<file path="src/mdfe_pkg.sv">
// package for the marker delimited frame extractor
// marker constants, window and result types; no dependencies
package mdfe_pkg;

    localparam int MARKER_LEN = 10;
    localparam int FILL_W     = 4;
    localparam int COUNT_W    = 32;
    localparam int BYTE_W     = 8;
    localparam int OUT_DATA_W = BYTE_W + COUNT_W;

    typedef logic [0:MARKER_LEN-1][BYTE_W-1:0] win_t;

    // 05 A L X P A C S V R
    localparam win_t START_MARK = '{
        8'h05, 8'h41, 8'h4c, 8'h58, 8'h50, 8'h41, 8'h43, 8'h53, 8'h56, 8'h52
    };

    // 17 C E S T F I N I 04
    localparam win_t END_MARK = '{
        8'h17, 8'h43, 8'h45, 8'h53, 8'h54, 8'h46, 8'h49, 8'h4e, 8'h49, 8'h04
    };

    localparam logic [FILL_W-1:0] FILL_FULL = FILL_W'(MARKER_LEN);

    typedef struct packed {
        logic               payload_valid;
        logic [BYTE_W-1:0]  payload_byte;
        logic               frame_end;
        logic [COUNT_W-1:0] frame_count;
    } res_t;

    typedef struct packed {
        logic              valid;
        logic [BYTE_W-1:0] data;
    } in_word_t;

endpackage

</file>
<file path="src/marker_delimited_frame_extractor.sv">
// marker delimited frame extractor, top level
// one byte word per cycle unless stalled; a word passes input and result registers
// throughput one word per cycle unless stalled, set by shift and compares in one stage
// input register and result register together hold two words under stall
// asynchronous active-low reset clears window, fill, frame flag, frame count and valids
// depends on mdfe_pkg, mdfe_in_stage, mdfe_core, mdfe_out_stage
module marker_delimited_frame_extractor (
    input  logic        clk,
    input  logic        rst_n,
    input  logic        s_axis_tvalid,
    output logic        s_axis_tready,
    input  logic [7:0]  s_axis_tdata,   // in_byte
    output logic        m_axis_tvalid,
    input  logic        m_axis_tready,
    output logic [39:0] m_axis_tdata,   // payload_byte, frame_count
    output logic [0:0]  m_axis_tuser,   // payload_valid
    output logic        m_axis_tlast    // frame_end
);
    import mdfe_pkg::*;

    in_word_t word;
    logic     advance;
    logic     can_take;
    logic     res_valid;
    res_t     res;

    assign advance = word.valid && can_take;

    mdfe_in_stage u_in (
        .clk     (clk),
        .rst_n   (rst_n),
        .s_valid (s_axis_tvalid),
        .s_ready (s_axis_tready),
        .s_data  (s_axis_tdata),
        .advance (advance),
        .word    (word)
    );

    mdfe_core u_core (
        .clk       (clk),
        .rst_n     (rst_n),
        .word      (word),
        .advance   (advance),
        .res_valid (res_valid),
        .res       (res)
    );

    mdfe_out_stage u_out (
        .clk       (clk),
        .rst_n     (rst_n),
        .res_valid (res_valid),
        .res       (res),
        .can_take  (can_take),
        .m_valid   (m_axis_tvalid),
        .m_ready   (m_axis_tready),
        .m_data    (m_axis_tdata),
        .m_user    (m_axis_tuser[0]),
        .m_last    (m_axis_tlast)
    );

endmodule

</file>
<file path="src/mdfe_in_stage.sv">
// input register of the frame extractor
// depends on mdfe_pkg
module mdfe_in_stage (
    input  logic                    clk,
    input  logic                    rst_n,
    input  logic                    s_valid,
    output logic                    s_ready,
    input  logic [7:0]              s_data,
    input  logic                    advance,
    output mdfe_pkg::in_word_t      word
);
    import mdfe_pkg::*;

    logic              valid_reg;
    logic              valid_next;
    logic [BYTE_W-1:0] data_reg;

    assign s_ready    = !valid_reg || advance;
    assign valid_next = s_ready ? s_valid : valid_reg;

    always_ff @(posedge clk or negedge rst_n)
    begin
        if (!rst_n)
        begin
            valid_reg <= 1'b0;
        end
        else
        begin
            valid_reg <= valid_next;
        end
    end

    always_ff @(posedge clk)
    begin
        if (s_ready && s_valid)
        begin
            data_reg <= s_data;
        end
    end

    assign word.valid = valid_reg;
    assign word.data  = data_reg;

endmodule

</file>
<file path="src/mdfe_core.sv">
// window, marker compares, frame state and frame counter
// depends on mdfe_pkg
module mdfe_core (
    input  logic               clk,
    input  logic               rst_n,
    input  mdfe_pkg::in_word_t word,
    input  logic               advance,
    output logic               res_valid,
    output mdfe_pkg::res_t     res
);
    import mdfe_pkg::*;

    win_t               window_reg;
    win_t               window_next;
    logic [FILL_W-1:0]  fill_reg;
    logic [FILL_W-1:0]  fill_next;
    logic               in_frame_reg;
    logic               in_frame_next;
    logic [COUNT_W-1:0] total_reg;
    logic [COUNT_W-1:0] total_next;

    win_t              shifted;
    logic              was_full;
    logic              full_after;
    logic              start_hit;
    logic              end_hit;
    logic [BYTE_W-1:0] leaving;

    always_comb
    begin
        for (int i = 0; i < MARKER_LEN - 1; i++)
        begin
            shifted[i] = window_reg[i+1];
        end
        shifted[MARKER_LEN-1] = word.data;
    end

    assign leaving    = window_reg[0];
    assign was_full   = (fill_reg == FILL_FULL);
    assign full_after = was_full || (fill_reg == FILL_FULL - 1'b1);
    assign start_hit  = full_after && (shifted == START_MARK);
    assign end_hit    = full_after && (shifted == END_MARK);

    always_comb
    begin
        window_next   = window_reg;
        fill_next     = fill_reg;
        in_frame_next = in_frame_reg;
        total_next    = total_reg;
        res_valid     = 1'b0;
        if (advance)
        begin
            window_next = shifted;
            fill_next   = was_full ? fill_reg : fill_reg + 1'b1;
            if (!in_frame_reg)
            begin
                if (start_hit)
                begin
                    in_frame_next = 1'b1;
                    fill_next     = '0;
                end
            end
            else
            begin
                res_valid = was_full || end_hit;
                if (end_hit)
                begin
                    in_frame_next = 1'b0;
                    fill_next     = '0;
                    total_next    = total_reg + 1'b1;
                end
            end
        end
    end

    assign res.payload_valid = was_full;
    assign res.payload_byte  = was_full ? leaving : '0;
    assign res.frame_end     = end_hit;
    assign res.frame_count   = total_next;

    always_ff @(posedge clk or negedge rst_n)
    begin
        if (!rst_n)
        begin
            window_reg   <= '0;
            fill_reg     <= '0;
            in_frame_reg <= 1'b0;
            total_reg    <= '0;
        end
        else
        begin
            window_reg   <= window_next;
            fill_reg     <= fill_next;
            in_frame_reg <= in_frame_next;
            total_reg    <= total_next;
        end
    end

endmodule

</file>
<file path="src/mdfe_out_stage.sv">
// result register driving the master side of the stream
// depends on mdfe_pkg
module mdfe_out_stage (
    input  logic                         clk,
    input  logic                         rst_n,
    input  logic                         res_valid,
    input  mdfe_pkg::res_t               res,
    output logic                         can_take,
    output logic                         m_valid,
    input  logic                         m_ready,
    output logic [mdfe_pkg::OUT_DATA_W-1:0] m_data,
    output logic                         m_user,
    output logic                         m_last
);
    import mdfe_pkg::*;

    logic valid_reg;
    logic valid_next;
    res_t res_reg;

    assign can_take   = !valid_reg || m_ready;
    assign valid_next = can_take ? res_valid : valid_reg;

    always_ff @(posedge clk or negedge rst_n)
    begin
        if (!rst_n)
        begin
            valid_reg <= 1'b0;
        end
        else
        begin
            valid_reg <= valid_next;
        end
    end

    always_ff @(posedge clk)
    begin
        if (can_take && res_valid)
        begin
            res_reg <= res;
        end
    end

    assign m_valid = valid_reg;
    assign m_data  = {res_reg.frame_count, res_reg.payload_byte};
    assign m_user  = res_reg.payload_valid;
    assign m_last  = res_reg.frame_end;

endmodule

</file>
<file path="config.mk">
export PLATFORM = sky130hd
export DESIGN_NAME = marker_delimited_frame_extractor
export DESIGN_NICKNAME = d
export VERILOG_FILES = /design/src/mdfe_pkg.sv /design/src/marker_delimited_frame_extractor.sv /design/src/mdfe_in_stage.sv /design/src/mdfe_core.sv /design/src/mdfe_out_stage.sv
export SDC_FILE = /design/constraint.sdc
export NUM_CORES = 1
export LEC_CHECK = 0
export BUFFER_PORTS_ARGS = -buffer_cell sky130_fd_sc_hd__buf_2
export CORE_MARGIN = 2
export CORE_UTILIZATION = 52
export DETAILED_ROUTE_END_ITERATION = 10
export GPL_TIMING_DRIVEN = 0
export PLACE_DENSITY = 0.77
export SLEW_MARGIN = 20
export SYNTH_ARGS = -nofsm -noshare
export SYNTH_HDL_FRONTEND = slang
export SYNTH_SLANG_ARGS = --single-unit
</file>
<file path="constraint.sdc">
create_clock -name clk -period 4.3 [get_ports clk]
set_input_delay 0.645 -clock clk [delete_from_list [all_inputs] [get_ports clk]]
set_output_delay 0.645 -clock clk [all_outputs]
set_load 0.02 [all_outputs]
</file>
==> flow_metrics.py <==
metrics = {
    "floorplanning": {
        "die_w_microns": 119,
        "core_sq_mm": 0.0128,
        "start_util_pct": 53.7,
        "io_pins": 56,
        "dieHeight_microns": 119,
        "rows": 41,
        "dieArea_sq_mm": 0.0141,
    },
    "pwr": {
        "combPwrFrac_pct": 7.3,
        "vdd_drop_max_v": 0.000293,
        "p_seq_share_pct": 51.1,
        "intPower_mw": 2.82,
        "leakage_nw": 3.77,
        "switching_share_pct": 24.8,
        "p_per_area_mw_per_mm2": 468,
        "p_total_mw": 3.75,
        "power.clock.fraction_pct": 41.6,
        "p_sw_mw": 0.930,
    },
    "drt": {
        "antenna_left": 0,
        "drc": 0,
        "vias": 4732,
        "routed_wl_mm": 13.5,
        "post_drt_wl_per_cell_microns": 15.1,
        "drt_pass1_iterations": 5,
        "initialDrtViolationCount": 538,
        "vias_per_cell": 5.32,
    },
    "synth": {
        "yosysSeqAreaShare_pct": 65.3,
        "synth_warnings": 0,
        "syn-mean-instance-area_sq_um": 10.9,
        "syn_area_sq_mm": 0.00686,
        "synth_cell_types": 42,
        "synth-edff-count": 50,
        "syn_inst": 628,
        "yosysMostFrequentCell": "nand2_1",
        "synth_area_leader_cell": "dfrtp_1",
        "synth_top_area_share_pct": 43.4,
        "synth_nets": 644,
        "async_flop_share_pct": 70.4,
        "synth_area_leaders": "dfrtp_1, edfxtp_1, nand2_1",
        "synthTopCellsByCount": "nand2_1, dfrtp_1, edfxtp_1",
        "ys_dominant_reg_cell": "dfrtp_1",
        "ys_ff_latch": 169,
    },
    "timing": {
        "final.period_utilization_pct": 70.2,
        "tightest_slew_ps": 635,
        "setup_viol": 0,
        "slew_violations": 0,
        "layout_min_cycle_time_ps": 3020,
        "hold_viol": 0,
        "max_slew_margin_pct": 57.7,
        "tns_ps": 0,
        "clock.fmax_mhz": 331,
        "fin_skew_ps": 6.83,
        "grt_setup_unrepaired": "false",
    },
    "global_route": {
        "track_usage_pct": 20.8,
        "gr-total-overflow": 0,
        "grt_pass1_vias": 4649,
        "grt_max_degree": 70,
        "grt_pass1_wl_mm": 23.0,
        "antenna_found_initial": 0,
    },
    "hold_path": {
        "hp-class": "input port to async pin",
    },
    "clock_network": {
        "clock_latency_ps": 430,
        "cts_hold_buf": 0,
        "cts.repair.resized": 0,
        "cts_tree": "built",
        "cts.sinks": 169,
        "postCtsSetupBuffers": 0,
        "htree_levels": 4,
        "clock-root-buffer": "clkbuf_16",
        "cts_inserted_buffers": 17,
        "clk_pin_slew_ps": 60,
        "cts_buffer_depth": 2,
    },
    "finish": {
        "final_area_sq_mm": 0.00802,
        "drive_gt1_share_pct": 15.6,
        "post-route-util_pct": 62.8,
        "fillers": 976,
        "diodes": 0,
        "nets": 720,
        "largest_reg_flops": 72,
        "area_growth_pct": 16.9,
    },
    "outcome": {
        "status": "finished clean",
    },
    "worst_setup_path": {
        "crit_slowest_cell": "nor4b_1",
        "path_cells": "nor4b_1 > o2111ai_1 > nor4_4 > and3_1 > nor2_1 > nor2_4 > buf_12",
        "arrival_ps": 3150,
        "end_kind": "register",
        "critical_path_required_ps": 4430,
        "cp-start-kind": "register",
        "slowest_delay_ps": 540,
        "crit_type": "register to register",
        "path_max_fanout": 30,
    },
    "job": {
        "maxCapViolCount": 0,
    },
    "place": {
        "placed_area_sq_mm": 0.00742,
        "gp_congestion": 0.836,
        "hpwl_mm": 9.37,
        "numPortBuffers": 55,
    },
}
[cell type report]
type	count	area [sq um]	area share, %
Inverter	10	37.5	0.468
Tap cell	172	215	2.68
Timing Repair Buffer	57	329	4.10
Clock inverter	14	169	2.11
Multi-Input combinational cell	426	2250	28.1
Buffer	23	101	1.26
Sequential cell	169	4480	55.8
Clock buffer	18	439	5.47
[power by group through the flow]
stage	Clock [mW]	Sequential (mW)	Combinational, mW
5_1_grt	1.65	1.93	0.329
3_5_place_dp	0	1.94	0.275
3_3_place_gp	0	1.94	0.253
2_1_floorplan	0	1.90	0.193
4_1_cts	1.58	1.91	0.281
6_report	1.56	1.92	0.275
[critical path, delay by kind of cell, from the launching register on]
family | cells | cell delay, ps
AND/OR/NAND/NOR | 5 | 1730
flip-flops | 1 | 400
AO/OA/AOI/OAI | 1 | 320
buffers and inverters | 1 | 250
[stage by stage]
step	cells	setup slack (ps)	hold WS [ps]
floorplan	628	505	349
global placement	855	-534	449
finish	889	1280	154
global route	889	1140	196
CTS	889	1340	172
detailed placement	857	1350	458
[logic make-up (layout without fill, tap and decap cells)]
family / Yosys count / count (layout) / share of synthesized area (%)
and+or+nand+nor: 380 / 380 / 27.0
DFF: 169 / 169 / 65.3
buffers and inverters: 33 / 122 / 2.02
xor gates and xnor gates: 31 / 31 / 3.96
AOI/OAI and AO/OA: 10 / 10 / 0.875
adders and majority gates: 4 / 4 / 0.729
muxes: 1 / 1 / 0.164
[worst paths after layout]
| path | start | to | slack, ps | cells after the start |
|---|---|---|---|---|
| setup / recovery | u_core.shifted[28] | u_out.m_data[13] | 1280 | 7 |
| min in group clk | s_axis_tdata[0] | u_in.data_reg[0] | 390 | 1 |
| hold / removal | rst_n | u_core.total_reg[2] | 150 | 1 |
| hold reg to reg | u_core.leaving[2] | u_core.leaving[2] | 470 | 2 |
| setup reg to reg | u_core.shifted[28] | u_out.m_data[13] | 1280 | 7 |
| max in group asynchronous | rst_n | u_core.shifted[30] | 3440 | 2 |
[metal layers]
layer | part of all wire, % | GRT usage, %
met1 | 45 | 27.7
met2 | 49 | 33.5
met3 | 4.3 | 5.41
met4 | 1.6 | 6.77
met5 | 0 | 0
[layout by cell type, fill, tap and decap left out, types with 4 or more instances in the layout]
cell       Yosys  routed
edfxtp_1      50      50
inv_6          0       4
nand4_1        7       7
and2_1        10      10
nor2_1        14      13
nor4bb_1       4       4
nand3_1       15      15
nand2_1      257     257
xor2_1        24      24
buf_2          0      54
dfrtp_1      119     119
inv_1         10      10
nand4b_1       6       6
xnor2_1        7       7
nor4_1         6       6
clkbuf_16      0      17
nor3_1         9       9
o21ai_0        6       6
and3_1         8       8
nor3_2         4       4
nor4_2         9       9
nor4b_1        9       9
clkbuf_1      20      20
ha_1           4       4
(Power assumes the default switching activity.)
